**config.mk**
```make
export PLATFORM = sky130hd
export DESIGN_NAME = deadband_position_motion_tracker
export DESIGN_NICKNAME = d
export VERILOG_FILES = /design/src/design/dbpmt_pkg.sv /design/src/design/dbpmt_sqacc.sv /design/src/design/dbpmt_isqrt.sv /design/src/design/deadband_position_motion_tracker.sv
export SDC_FILE = /design/constraint.sdc
export NUM_CORES = 2
export LEC_CHECK = 0
export BUFFER_PORTS_ARGS = -buffer_cell sky130_fd_sc_hd__buf_2
export CAP_MARGIN = 10
export CORE_UTILIZATION = 30
export DETAILED_ROUTE_END_ITERATION = 6
export GPL_ROUTABILITY_DRIVEN = 0
export HOLD_SLACK_MARGIN = 0.05
export PLACE_DENSITY_LB_ADDON = 0.08
export SLEW_MARGIN = 25
export SYNTH_ARGS = -nofsm -noshare
export SYNTH_HDL_FRONTEND = slang
export SYNTH_SLANG_ARGS = --single-unit
export TNS_END_PERCENT = 20
```
**constraint.sdc**
```tcl
create_clock -name i_clk -period 10.23 [get_ports i_clk]
set_input_delay 2.046 -clock i_clk [delete_from_list [all_inputs] [get_ports i_clk]]
set_output_delay 2.046 -clock i_clk [all_outputs]
set_load 0.03 [all_outputs]
```
**src/design/dbpmt_pkg.sv**
```systemverilog
`default_nettype none

package dbpmt_pkg;

    // Sequencer states of the tracker.
    typedef enum logic [2:0] {
        ST_IDLE,
        ST_FEED,
        ST_SUM,
        ST_ROOT,
        ST_FINISH
    } t_state;

    // The four distances worked out for one sample, in the order they are computed.
    typedef enum logic [1:0] {
        DIST_ABS,
        DIST_CUR,
        DIST_PREV,
        DIST_REF
    } t_dist;

    // Control that travels alongside each operand pair into the square-and-add unit.
    typedef struct packed {
        logic valid;
        logic first;
        logic last;
    } t_sq_ctl;

    localparam int unsigned AXES       = 3;
    localparam int unsigned DB_W       = 12;
    localparam int unsigned MASK_W     = 9;
    localparam int unsigned DIST_OUT_W = 25;
    localparam int unsigned REL_OUT_W  = 26;
    localparam int unsigned AXIS_OUT_W = 25;

    // Relatch mask bit positions.
    localparam int unsigned MB_ABS   = 0;
    localparam int unsigned MB_REL   = 1;
    localparam int unsigned MB_YSTEP = 2;
    localparam int unsigned MB_XSTEP = 3;
    localparam int unsigned MB_ZSTEP = 4;
    localparam int unsigned MB_DIST  = 5;
    localparam int unsigned MB_XOFF  = 6;
    localparam int unsigned MB_YOFF  = 7;
    localparam int unsigned MB_ZOFF  = 8;

endpackage

`default_nettype wire

```
**src/design/dbpmt_sqacc.sv**
```systemverilog
`default_nettype none

// Squares the difference of one coordinate pair per cycle and sums first to last pair.
module dbpmt_sqacc
    import dbpmt_pkg::*;
#(
    parameter int unsigned COORD_BITS = 24,
    localparam int unsigned SUM_W = 2 * COORD_BITS + 2,
    localparam int unsigned RAD_W = (SUM_W > 64) ? 64 : SUM_W
) (
    input  logic                         i_clk,
    input  logic                         i_rst_n,
    input  t_sq_ctl                      i_ctl,
    input  logic signed [COORD_BITS-1:0] i_a,
    input  logic signed [COORD_BITS-1:0] i_b,
    output logic                         o_done,
    output logic [RAD_W-1:0]             o_sum
);

    logic signed [COORD_BITS:0]  diff;
    logic        [COORD_BITS:0]  mag_full;
    logic        [COORD_BITS-1:0] r_mag;
    logic        [2*COORD_BITS-1:0] r_sq;
    logic        [SUM_W-1:0]     r_acc;
    t_sq_ctl                     r_ctl1;
    t_sq_ctl                     r_ctl2;
    logic                        r_done;

    assign diff     = $signed({i_a[COORD_BITS-1], i_a}) - $signed({i_b[COORD_BITS-1], i_b});
    assign mag_full = diff[COORD_BITS] ? -diff : diff;

    always_ff @(posedge i_clk) begin
        if (!i_rst_n) begin
            r_ctl1 <= '0;
            r_ctl2 <= '0;
            r_done <= 1'b0;
        end else begin
            r_ctl1 <= i_ctl;
            r_ctl2 <= r_ctl1;
            r_done <= r_ctl2.valid && r_ctl2.last;
        end
    end

    always_ff @(posedge i_clk) begin
        if (i_ctl.valid) begin
            r_mag <= mag_full[COORD_BITS-1:0];
        end
        if (r_ctl1.valid) begin
            r_sq <= r_mag * r_mag;
        end
        if (r_ctl2.valid) begin
            if (r_ctl2.first) begin
                r_acc <= SUM_W'(r_sq);
            end else begin
                r_acc <= r_acc + SUM_W'(r_sq);
            end
        end
    end

    // A sum wider than 64 bits saturates to 64 bits before the root is taken.
    generate
        if (SUM_W > RAD_W) begin : g_sat
            assign o_sum = (|r_acc[SUM_W-1:RAD_W]) ? '1 : r_acc[RAD_W-1:0];
        end else begin : g_nosat
            assign o_sum = r_acc;
        end
    endgenerate

    assign o_done = r_done;

endmodule

`default_nettype wire

```
**src/design/dbpmt_isqrt.sv**
```systemverilog
`default_nettype none

// Floor integer square root, one result bit per cycle.
module dbpmt_isqrt
    import dbpmt_pkg::*;
#(
    parameter int unsigned RAD_W = 50,
    localparam int unsigned ROOT_W = RAD_W / 2,
    localparam int unsigned CNT_W = $clog2(ROOT_W + 1)
) (
    input  logic              i_clk,
    input  logic              i_rst_n,
    input  logic              i_start,
    input  logic [RAD_W-1:0]  i_radicand,
    output logic              o_done,
    output logic [ROOT_W-1:0] o_root
);

    logic [RAD_W-1:0]  r_rad;
    logic [ROOT_W+1:0] r_rem;
    logic [ROOT_W-1:0] r_root;
    logic [CNT_W-1:0]  r_cnt;
    logic              r_busy;
    logic              r_done;
    logic [ROOT_W+3:0] shifted;
    logic [ROOT_W+3:0] trial;
    logic [ROOT_W+3:0] rem_sub;
    logic              fits;

    assign shifted = {r_rem, r_rad[RAD_W-1 -: 2]};
    assign trial   = (ROOT_W + 4)'({r_root, 2'b01});
    assign fits    = shifted >= trial;
    assign rem_sub = fits ? (shifted - trial) : shifted;

    always_ff @(posedge i_clk) begin
        if (!i_rst_n) begin
            r_busy <= 1'b0;
            r_done <= 1'b0;
            r_cnt  <= '0;
        end else begin
            r_done <= 1'b0;
            if (i_start) begin
                r_busy <= 1'b1;
                r_cnt  <= CNT_W'(ROOT_W);
            end else if (r_busy) begin
                r_cnt <= r_cnt - 1'b1;
                if (r_cnt == CNT_W'(1)) begin
                    r_busy <= 1'b0;
                    r_done <= 1'b1;
                end
            end
        end
    end

    always_ff @(posedge i_clk) begin
        if (i_start) begin
            r_rad  <= i_radicand;
            r_rem  <= '0;
            r_root <= '0;
        end else if (r_busy) begin
            r_rad  <= {r_rad[RAD_W-3:0], 2'b00};
            r_rem  <= rem_sub[ROOT_W+1:0];
            r_root <= {r_root[ROOT_W-2:0], fits};
        end
    end

    assign o_done = r_done;
    assign o_root = r_root;

endmodule

`default_nettype wire

```
**src/design/deadband_position_motion_tracker.sv**
```systemverilog
// Dead-band position motion tracker.
// Items enter on the input channel (i_in_valid / o_in_ready) and results leave on the
// output channel (o_out_valid / i_out_ready); both are plain valid/ready handshakes.
// A sample item (req_type 0) yields one result of nine motion figures. A relatch item
// (req_type 1) yields no result: it is taken while the block is idle and loads the
// references chosen by its mask, so relatch items may follow one another back to back.
// A sample works out four Euclidean distances one after the other on a single
// square-and-add unit and a single bit-serial root unit. For each distance the three
// operand pairs are fed, the square pipeline drains and the root unit then works out
// ROOT_W result bits, where ROOT_W = COORD_BITS + 1 (32 at most). After the fourth
// distance the result register is loaded, and the block is ready for the next item in
// the cycle after that. o_in_ready is low for the whole of a sample.
// The result register lets a new item be accepted while an earlier result waits; if the
// receiver still holds off when the next result is ready, the block waits in its final
// step with the result computed but not yet committed.
// The dead band is written through i_cfg_wr_en / i_cfg_wr_data; the user must write it
// only while the block is idle, as the block itself does not enforce this.
// Reset clears all reference and previous points and sets the dead band to about 0.01
// in the coordinate format (41 for twelve fraction bits).
`default_nettype none

module deadband_position_motion_tracker
    import dbpmt_pkg::*;
#(
    parameter int unsigned COORD_BITS = 24,
    parameter int unsigned FRAC_BITS  = 12
) (
    input  logic                         i_clk,
    input  logic                         i_rst_n,
    input  logic                         i_cfg_wr_en,
    input  logic [DB_W-1:0]              i_cfg_wr_data,
    input  logic                         i_in_valid,
    output logic                         o_in_ready,
    input  logic                         i_req_type,
    input  logic signed [COORD_BITS-1:0] i_pos_x,
    input  logic signed [COORD_BITS-1:0] i_pos_y,
    input  logic signed [COORD_BITS-1:0] i_pos_z,
    input  logic [MASK_W-1:0]            i_relatch_mask,
    output logic                         o_out_valid,
    input  logic                         i_out_ready,
    output logic [DIST_OUT_W-1:0]        o_abs_velocity,
    output logic signed [REL_OUT_W-1:0]  o_rel_velocity,
    output logic signed [AXIS_OUT_W-1:0] o_step_x,
    output logic signed [AXIS_OUT_W-1:0] o_step_y,
    output logic signed [AXIS_OUT_W-1:0] o_step_z,
    output logic [DIST_OUT_W-1:0]        o_ref_distance,
    output logic signed [AXIS_OUT_W-1:0] o_offset_x,
    output logic signed [AXIS_OUT_W-1:0] o_offset_y,
    output logic signed [AXIS_OUT_W-1:0] o_offset_z
);

    localparam int unsigned SUM_W  = 2 * COORD_BITS + 2;
    localparam int unsigned RAD_W  = (SUM_W > 64) ? 64 : SUM_W;
    localparam int unsigned ROOT_W = RAD_W / 2;
    localparam int unsigned DB_RESET_FULL = ((32'd1 << FRAC_BITS) + 32'd50) / 32'd100;
    localparam logic [DB_W-1:0] DB_RESET  = DB_W'(DB_RESET_FULL);
    localparam logic [1:0]      AXIS_LAST = 2'd2;

    t_state r_state;
    t_state n_state;
    t_dist  r_didx;
    logic [1:0] r_axis;

    logic [DB_W-1:0] r_deadband;

    logic signed [COORD_BITS-1:0] in_pos [AXES];
    logic signed [COORD_BITS-1:0] r_pos [AXES];
    logic signed [COORD_BITS-1:0] r_abs_prev [AXES];
    logic signed [COORD_BITS-1:0] r_rel_ref [AXES];
    logic signed [COORD_BITS-1:0] r_rel_prev [AXES];
    logic signed [COORD_BITS-1:0] r_axis_prev [AXES];
    logic signed [COORD_BITS-1:0] r_dist_ref [AXES];
    logic signed [COORD_BITS-1:0] r_axis_ref [AXES];

    logic [ROOT_W-1:0] r_dist [4];

    logic                         r_out_valid;
    logic [DIST_OUT_W-1:0]        r_abs_velocity;
    logic signed [REL_OUT_W-1:0]  r_rel_velocity;
    logic signed [AXIS_OUT_W-1:0] r_step [AXES];
    logic [DIST_OUT_W-1:0]        r_ref_distance;
    logic signed [AXIS_OUT_W-1:0] r_offset [AXES];

    t_sq_ctl sq_ctl;
    logic signed [COORD_BITS-1:0] op_a;
    logic signed [COORD_BITS-1:0] op_b;
    logic                 sum_done;
    logic [RAD_W-1:0]     sq_sum;
    logic                 root_start;
    logic                 root_done;
    logic [ROOT_W-1:0]    root_val;
    logic                 fin_go;
    logic                 in_ready;
    logic                 in_accept;

    logic                         abs_move;
    logic signed [ROOT_W:0]       rel_diff;
    logic [ROOT_W:0]              rel_mag;
    logic                         rel_move;
    logic signed [COORD_BITS:0]   step_d [AXES];
    logic [COORD_BITS:0]          step_mag [AXES];
    logic                         step_move [AXES];
    logic signed [COORD_BITS:0]   off_d [AXES];

    assign in_pos[0] = i_pos_x;
    assign in_pos[1] = i_pos_y;
    assign in_pos[2] = i_pos_z;

    assign in_accept  = i_in_valid && in_ready;
    assign o_in_ready = in_ready;

    // Next state.
    always_comb begin
        n_state = r_state;
        unique case (r_state)
            ST_IDLE: begin
                if (i_in_valid && !i_req_type) begin
                    n_state = ST_FEED;
                end
            end
            ST_FEED: begin
                if (r_axis == AXIS_LAST) begin
                    n_state = ST_SUM;
                end
            end
            ST_SUM: begin
                if (sum_done) begin
                    n_state = ST_ROOT;
                end
            end
            ST_ROOT: begin
                if (root_done) begin
                    n_state = (r_didx == DIST_REF) ? ST_FINISH : ST_FEED;
                end
            end
            ST_FINISH: begin
                if (fin_go) begin
                    n_state = ST_IDLE;
                end
            end
            default: n_state = ST_IDLE;
        endcase
    end

    // Sequencer outputs.
    always_comb begin
        sq_ctl     = '0;
        root_start = 1'b0;
        fin_go     = 1'b0;
        in_ready   = 1'b0;
        unique case (r_state)
            ST_IDLE: begin
                in_ready = 1'b1;
            end
            ST_FEED: begin
                sq_ctl.valid = 1'b1;
                sq_ctl.first = (r_axis == 2'd0);
                sq_ctl.last  = (r_axis == AXIS_LAST);
            end
            ST_SUM: begin
                root_start = sum_done;
            end
            ST_ROOT: begin
            end
            ST_FINISH: begin
                fin_go = !r_out_valid || i_out_ready;
            end
            default: begin
            end
        endcase
    end

    // The previous-radius distance measures the held point, all others the sample.
    always_comb begin
        op_a = (r_didx == DIST_PREV) ? r_rel_prev[r_axis] : r_pos[r_axis];
        unique case (r_didx)
            DIST_ABS:            op_b = r_abs_prev[r_axis];
            DIST_CUR, DIST_PREV: op_b = r_rel_ref[r_axis];
            DIST_REF:            op_b = r_dist_ref[r_axis];
        endcase
    end

    dbpmt_sqacc #(
        .COORD_BITS (COORD_BITS)
    ) u_sqacc (
        .i_clk   (i_clk),
        .i_rst_n (i_rst_n),
        .i_ctl   (sq_ctl),
        .i_a     (op_a),
        .i_b     (op_b),
        .o_done  (sum_done),
        .o_sum   (sq_sum)
    );

    dbpmt_isqrt #(
        .RAD_W (RAD_W)
    ) u_isqrt (
        .i_clk      (i_clk),
        .i_rst_n    (i_rst_n),
        .i_start    (root_start),
        .i_radicand (sq_sum),
        .o_done     (root_done),
        .o_root     (root_val)
    );

    // Dead-band decisions once all four distances are known. Every compare is strict.
    always_comb begin
        abs_move = {1'b0, r_dist[DIST_ABS]} > (ROOT_W + 1)'(r_deadband);
        rel_diff = $signed({1'b0, r_dist[DIST_CUR]}) - $signed({1'b0, r_dist[DIST_PREV]});
        rel_mag  = rel_diff[ROOT_W] ? -rel_diff : rel_diff;
        rel_move = rel_mag > (ROOT_W + 1)'(r_deadband);
        for (int i = 0; i < AXES; i++) begin
            step_d[i]    = $signed({r_pos[i][COORD_BITS-1], r_pos[i]})
                         - $signed({r_axis_prev[i][COORD_BITS-1], r_axis_prev[i]});
            step_mag[i]  = step_d[i][COORD_BITS] ? -step_d[i] : step_d[i];
            step_move[i] = step_mag[i] > (COORD_BITS + 1)'(r_deadband);
            off_d[i]     = $signed({r_pos[i][COORD_BITS-1], r_pos[i]})
                         - $signed({r_axis_ref[i][COORD_BITS-1], r_axis_ref[i]});
        end
    end

    // Control and tracked state.
    always_ff @(posedge i_clk) begin
        if (!i_rst_n) begin
            r_state     <= ST_IDLE;
            r_didx      <= DIST_ABS;
            r_axis      <= '0;
            r_out_valid <= 1'b0;
            r_deadband  <= DB_RESET;
            for (int i = 0; i < AXES; i++) begin
                r_abs_prev[i]  <= '0;
                r_rel_ref[i]   <= '0;
                r_rel_prev[i]  <= '0;
                r_axis_prev[i] <= '0;
                r_dist_ref[i]  <= '0;
                r_axis_ref[i]  <= '0;
            end
        end else begin
            r_state <= n_state;

            if (i_cfg_wr_en) begin
                r_deadband <= i_cfg_wr_data;
            end

            if (r_out_valid && i_out_ready) begin
                r_out_valid <= 1'b0;
            end
            if (fin_go) begin
                r_out_valid <= 1'b1;
            end

            if (in_accept) begin
                r_didx <= DIST_ABS;
                r_axis <= '0;
            end
            if (in_accept && i_req_type) begin
                if (i_relatch_mask[MB_ABS]) begin
                    r_abs_prev <= in_pos;
                end
                if (i_relatch_mask[MB_REL]) begin
                    r_rel_ref  <= in_pos;
                    r_rel_prev <= in_pos;
                end
                if (i_relatch_mask[MB_XSTEP]) begin
                    r_axis_prev[0] <= in_pos[0];
                end
                if (i_relatch_mask[MB_YSTEP]) begin
                    r_axis_prev[1] <= in_pos[1];
                end
                if (i_relatch_mask[MB_ZSTEP]) begin
                    r_axis_prev[2] <= in_pos[2];
                end
                if (i_relatch_mask[MB_DIST]) begin
                    r_dist_ref <= in_pos;
                end
                if (i_relatch_mask[MB_XOFF]) begin
                    r_axis_ref[0] <= in_pos[0];
                end
                if (i_relatch_mask[MB_YOFF]) begin
                    r_axis_ref[1] <= in_pos[1];
                end
                if (i_relatch_mask[MB_ZOFF]) begin
                    r_axis_ref[2] <= in_pos[2];
                end
            end

            if (r_state == ST_FEED) begin
                r_axis <= (r_axis == AXIS_LAST) ? 2'd0 : r_axis + 2'd1;
            end
            if (r_state == ST_ROOT && root_done) begin
                r_didx <= t_dist'(r_didx + 2'd1);
            end

            if (fin_go) begin
                if (abs_move) begin
                    r_abs_prev <= r_pos;
                end
                if (rel_move) begin
                    r_rel_prev <= r_pos;
                end
                for (int i = 0; i < AXES; i++) begin
                    if (step_move[i]) begin
                        r_axis_prev[i] <= r_pos[i];
                    end
                end
            end
        end
    end

    // Sample, distances and result register.
    always_ff @(posedge i_clk) begin
        if (in_accept && !i_req_type) begin
            r_pos <= in_pos;
        end
        if (r_state == ST_ROOT && root_done) begin
            r_dist[r_didx] <= root_val;
        end
        if (fin_go) begin
            r_abs_velocity <= abs_move ? DIST_OUT_W'(r_dist[DIST_ABS]) : '0;
            r_rel_velocity <= rel_move ? REL_OUT_W'(rel_diff) : '0;
            r_ref_distance <= DIST_OUT_W'(r_dist[DIST_REF]);
            for (int i = 0; i < AXES; i++) begin
                r_step[i]   <= step_move[i] ? AXIS_OUT_W'(step_d[i]) : '0;
                r_offset[i] <= AXIS_OUT_W'(off_d[i]);
            end
        end
    end

    assign o_out_valid    = r_out_valid;
    assign o_abs_velocity = r_abs_velocity;
    assign o_rel_velocity = r_rel_velocity;
    assign o_step_x       = r_step[0];
    assign o_step_y       = r_step[1];
    assign o_step_z       = r_step[2];
    assign o_ref_distance = r_ref_distance;
    assign o_offset_x     = r_offset[0];
    assign o_offset_y     = r_offset[1];
    assign o_offset_z     = r_offset[2];

    a_sum_only_when_waited: assert property (
        @(posedge i_clk) disable iff (!i_rst_n)
        sum_done |-> r_state == ST_SUM
    ) else $error("square sum completed outside the summing step");

    a_root_only_when_waited: assert property (
        @(posedge i_clk) disable iff (!i_rst_n)
        root_done |-> r_state == ST_ROOT
    ) else $error("root completed outside the root step");

    a_last_root_finishes: assert property (
        @(posedge i_clk) disable iff (!i_rst_n)
        (r_state == ST_ROOT && root_done && r_didx == DIST_REF) |=> r_state == ST_FINISH
    ) else $error("final distance did not lead to the finishing step");

    a_finish_gives_result: assert property (
        @(posedge i_clk) disable iff (!i_rst_n)
        fin_go |=> (r_out_valid && r_state == ST_IDLE)
    ) else $error("finished sample did not present a result");

endmodule

`default_nettype wire

```
==> impl_metrics.py <==
metrics = {
    "synthesis": {
        "ys_types": 113,
        "ys_top_cells_by_count": "1,153 x nand2_1, 977 x inv_1, 713 x edfxtp_1",
        "synthTopCellsByArea": "edfxtp_1 27%, fa_1 11%, dfxtp_1 9.6%",
        "yosysTopAreaCell": "edfxtp_1",
        "syn-num-nets": 9207,
        "syn_area_per_cell_um2": 9.56,
        "postSynthCellCount": 8162,
        "ys_ff_latch": 1087,
        "async_flop_share_pct": 0,
        "synth_top_area_share_pct": 27.4,
        "ys.flop_type": "edfxtp_1",
        "synth-edff-count": 713,
        "seq_area_frac_synth_pct": 37.0,
        "synth_most_common_cell": "nand2_1",
        "ys.warnings.count": 0,
        "synthesis.area_um2": 78000,
    },
    "floorplan": {
        "io_pins": 327,
        "fp.dieH_um": 512,
        "coreArea_um2": 258000,
        "initial_utilization_pct": 30.3,
        "die_area_um2": 262000,
        "die_w_um": 512,
        "rows": 186,
    },
    "worst_setup_path": {
        "cpMostUsedCell": "fa_1",
        "critical-path-slowest-cell": "edfxtp_1",
        "timing.rr.end": "u_sqacc.r_sq[41]",
        "crit_path_start_kind": "register",
        "reg2reg_depth": 28,
        "critical_path.max_fanout": 24,
        "critical_path_required_ps": 10770,
        "cp.arrival_ps": 8870,
        "cp-end-kind": "register",
        "worst-setup-path-type": "register to register",
        "r2r_start": "u_sqacc.r_mag[1]",
        "cp_slowest_stage_delay_ps": 1060,
        "r2r_setup_slack_ps": 1900,
    },
    "sta": {
        "rsz0062_at_grt": "no",
        "period_needed_ps": 8330,
        "finalMaxSlewViolations": 0,
        "fin_hold_ws_ps": 419,
        "finalHoldViolCount": 0,
        "finalCritPeriodShare_pct": 81.4,
        "max_freq_ghz": 0.120,
        "finalSetupViolCount": 0,
        "tightest_slew_ps": 1090,
        "relSlewSlack_pct": 27.4,
        "setup_tns_ps": 0,
        "worst_clock_skew_ps": 46.5,
    },
    "finish": {
        "seq_area_um2": 28900,
        "finish.utilization_pct": 34.3,
        "drive_above_1_share_pct": 10.2,
        "multiInputGateArea_um2": 44100,
        "area_growth_syn_to_layout_pct": 13.3,
        "design_area_um2": 88400,
        "nets": 9446,
        "fillCellCount": 26300,
    },
    "global_route": {
        "first_global_vias": 60300,
        "overflow": 0,
        "grt_pass1_wl_um": 409000,
        "grt_start_max_net_pins": 144,
        "antenna_found_initial": 36,
        "track_usage_pct": 20.8,
    },
    "routing": {
        "postRouteAntennaNets": 0,
        "viasPerCell": 5.04,
        "drt_iter0_markers": 3924,
        "first_pass_iters": 5,
        "drt-wirelength-per-cell_um": 23.4,
        "drc": 0,
        "route.vias.total": 60000,
        "drt-total-wl_um": 278000,
    },
    "clock_network": {
        "cts_tree": "done",
        "cts_max_path_buffers": 3,
        "path_clk_slew_ps": 60,
        "hold_buffers": 0,
        "clkLatencyLatePin_ps": 820,
        "cts_resized": 0,
        "clock-root-buffer": "clkbuf_16",
        "clock_sinks": 1087,
        "htreeDepth": 4,
        "cts_setup_buffers": 0,
        "numCtsBuffers": 142,
    },
    "worst_hold_path": {
        "min_path_type": "register to register",
        "hp-start": "r_dist[3][6]",
        "whs_endpoint": "o_ref_distance[6]",
        "holdPathStages": 0,
    },
    "place": {
        "dp_hpwl_um": 207000,
        "placed_cell_area_um2": 83700,
        "port_buffers": 326,
    },
    "status": {
        "status": "finished clean",
    },
    "run": {
        "drv_cap": 0,
    },
}
routing by layer:
layer	up-vias	routed length, um	part of all wire, %	track usage (%)
met4	8	7090	2.6	5.64
met3	291	13200	4.7	3.24
met2	1323	126000	45	33.4
met5	-	54	0.019	0
met1	29800	132000	47	28.9
li1	28600	-	-	-
placed cells by master (no fill, tap or decap), drive strengths merged, types with 47 or more instances in the layout:
master / netlist / routed
nand2: 1153 / 1153
inv: 977 / 984
edfxtp: 713 / 713
ha: 514 / 514
buf: 58 / 476
fa: 432 / 432
nor2: 432 / 432
dfxtp: 374 / 374
a21oi: 327 / 327
nand3: 301 / 301
o21ai: 256 / 256
and2: 252 / 252
xnor2: 214 / 214
clkbuf: 323 / 191
mux2i: 183 / 183
a21boi: 173 / 173
o211a: 154 / 154
a21o: 120 / 120
xor2: 105 / 105
o31ai: 105 / 105
nor3: 93 / 93
nor2b: 85 / 85
a211oi: 85 / 85
o211ai: 66 / 66
o21a: 63 / 63
o22ai: 54 / 54
nand2b: 49 / 49
clkinv: 0 / 47
how the worst max path moves through the flow:
stage,slack [ps],startpoint,cells past startpoint,to
floorplan,1630,i_out_ready,7,r_rel_prev[10]
global placement,1860,u_sqacc.r_mag[2],29,u_sqacc.r_sq[46]
detailed placement,1930,u_sqacc.r_mag[0],29,u_sqacc.r_sq[46]
CTS,1900,u_sqacc.r_mag[0],27,u_sqacc.r_sq[46]
global route,1450,u_sqacc.r_mag[1],28,u_sqacc.r_sq[45]
finish,1900,u_sqacc.r_mag[1],28,u_sqacc.r_sq[41]
flip-flops by register name, indices dropped and copies added, names as in the netlist, 5 cells and up:
name,count
r_offset,75
u_isqrt.r_rem,27
o_abs_velocity,25
r_axis_prev,72
r_pos,72
u_sqacc.r_mag,24
u_isqrt.o_root,25
r_dist_ref,72
r_rel_prev,72
r_axis_ref,72
u_isqrt.r_cnt,5
u_sqacc.o_sum,50
o_rel_velocity,26
r_dist,100
r_rel_ref,72
u_isqrt.r_rad,50
r_abs_prev,72
u_sqacc.r_sq,47
o_ref_distance,25
r_deadband,12
r_step,75
layout make-up:
type | instances | share of cell area, %
Sequential cell | 1087 | 32.7
Clock inverter | 66 | 0.790
Inverter | 977 | 4.16
Antenna cell | 7 | 0.0198
Clock buffer | 191 | 4.46
Timing Repair Buffer | 476 | 3.23
Multi-Input combinational cell | 5717 | 49.9
Tap cell | 3384 | 4.79
logic make-up (layout without fill, tap and decap cells):
kind of cell | Yosys count | after routing | synth area share (%)
compound gates | 1650 | 1650 | 15.4
xor+xnor | 320 | 320 | 3.62
fa+ha+maj | 946 | 946 | 19.3
buf+inv | 1358 | 1710 | 6.66
flops | 1087 | 1087 | 37.0
mux | 189 | 189 | 2.43
other cells | 0 | 7 | 0
simple gates | 2612 | 2612 | 15.6
through the flow:
stage	worst slack, ps	instances
floorplan	1630	8162
global placement	1860	11600
detailed placement	1930	11600
CTS	1900	11900
global route	1450	11900
finish	1900	11900
critical path: cells and delay by family, from the launching register on:
| family | cells | cell delay, ps |
|---|---|---|
| AOI/OAI and AO/OA | 9 | 1950 |
| xor gates and xnor gates | 1 | 130 |
| adders and majority gates | 8 | 3900 |
| buffers and inverters | 6 | 340 |
| DFF | 1 | 1060 |
| and+or+nand+nor | 4 | 670 |
Power is left out: the tool's default activity adds up to more than one toggle a clock period on the data nets, which glitch-free logic cannot reach.
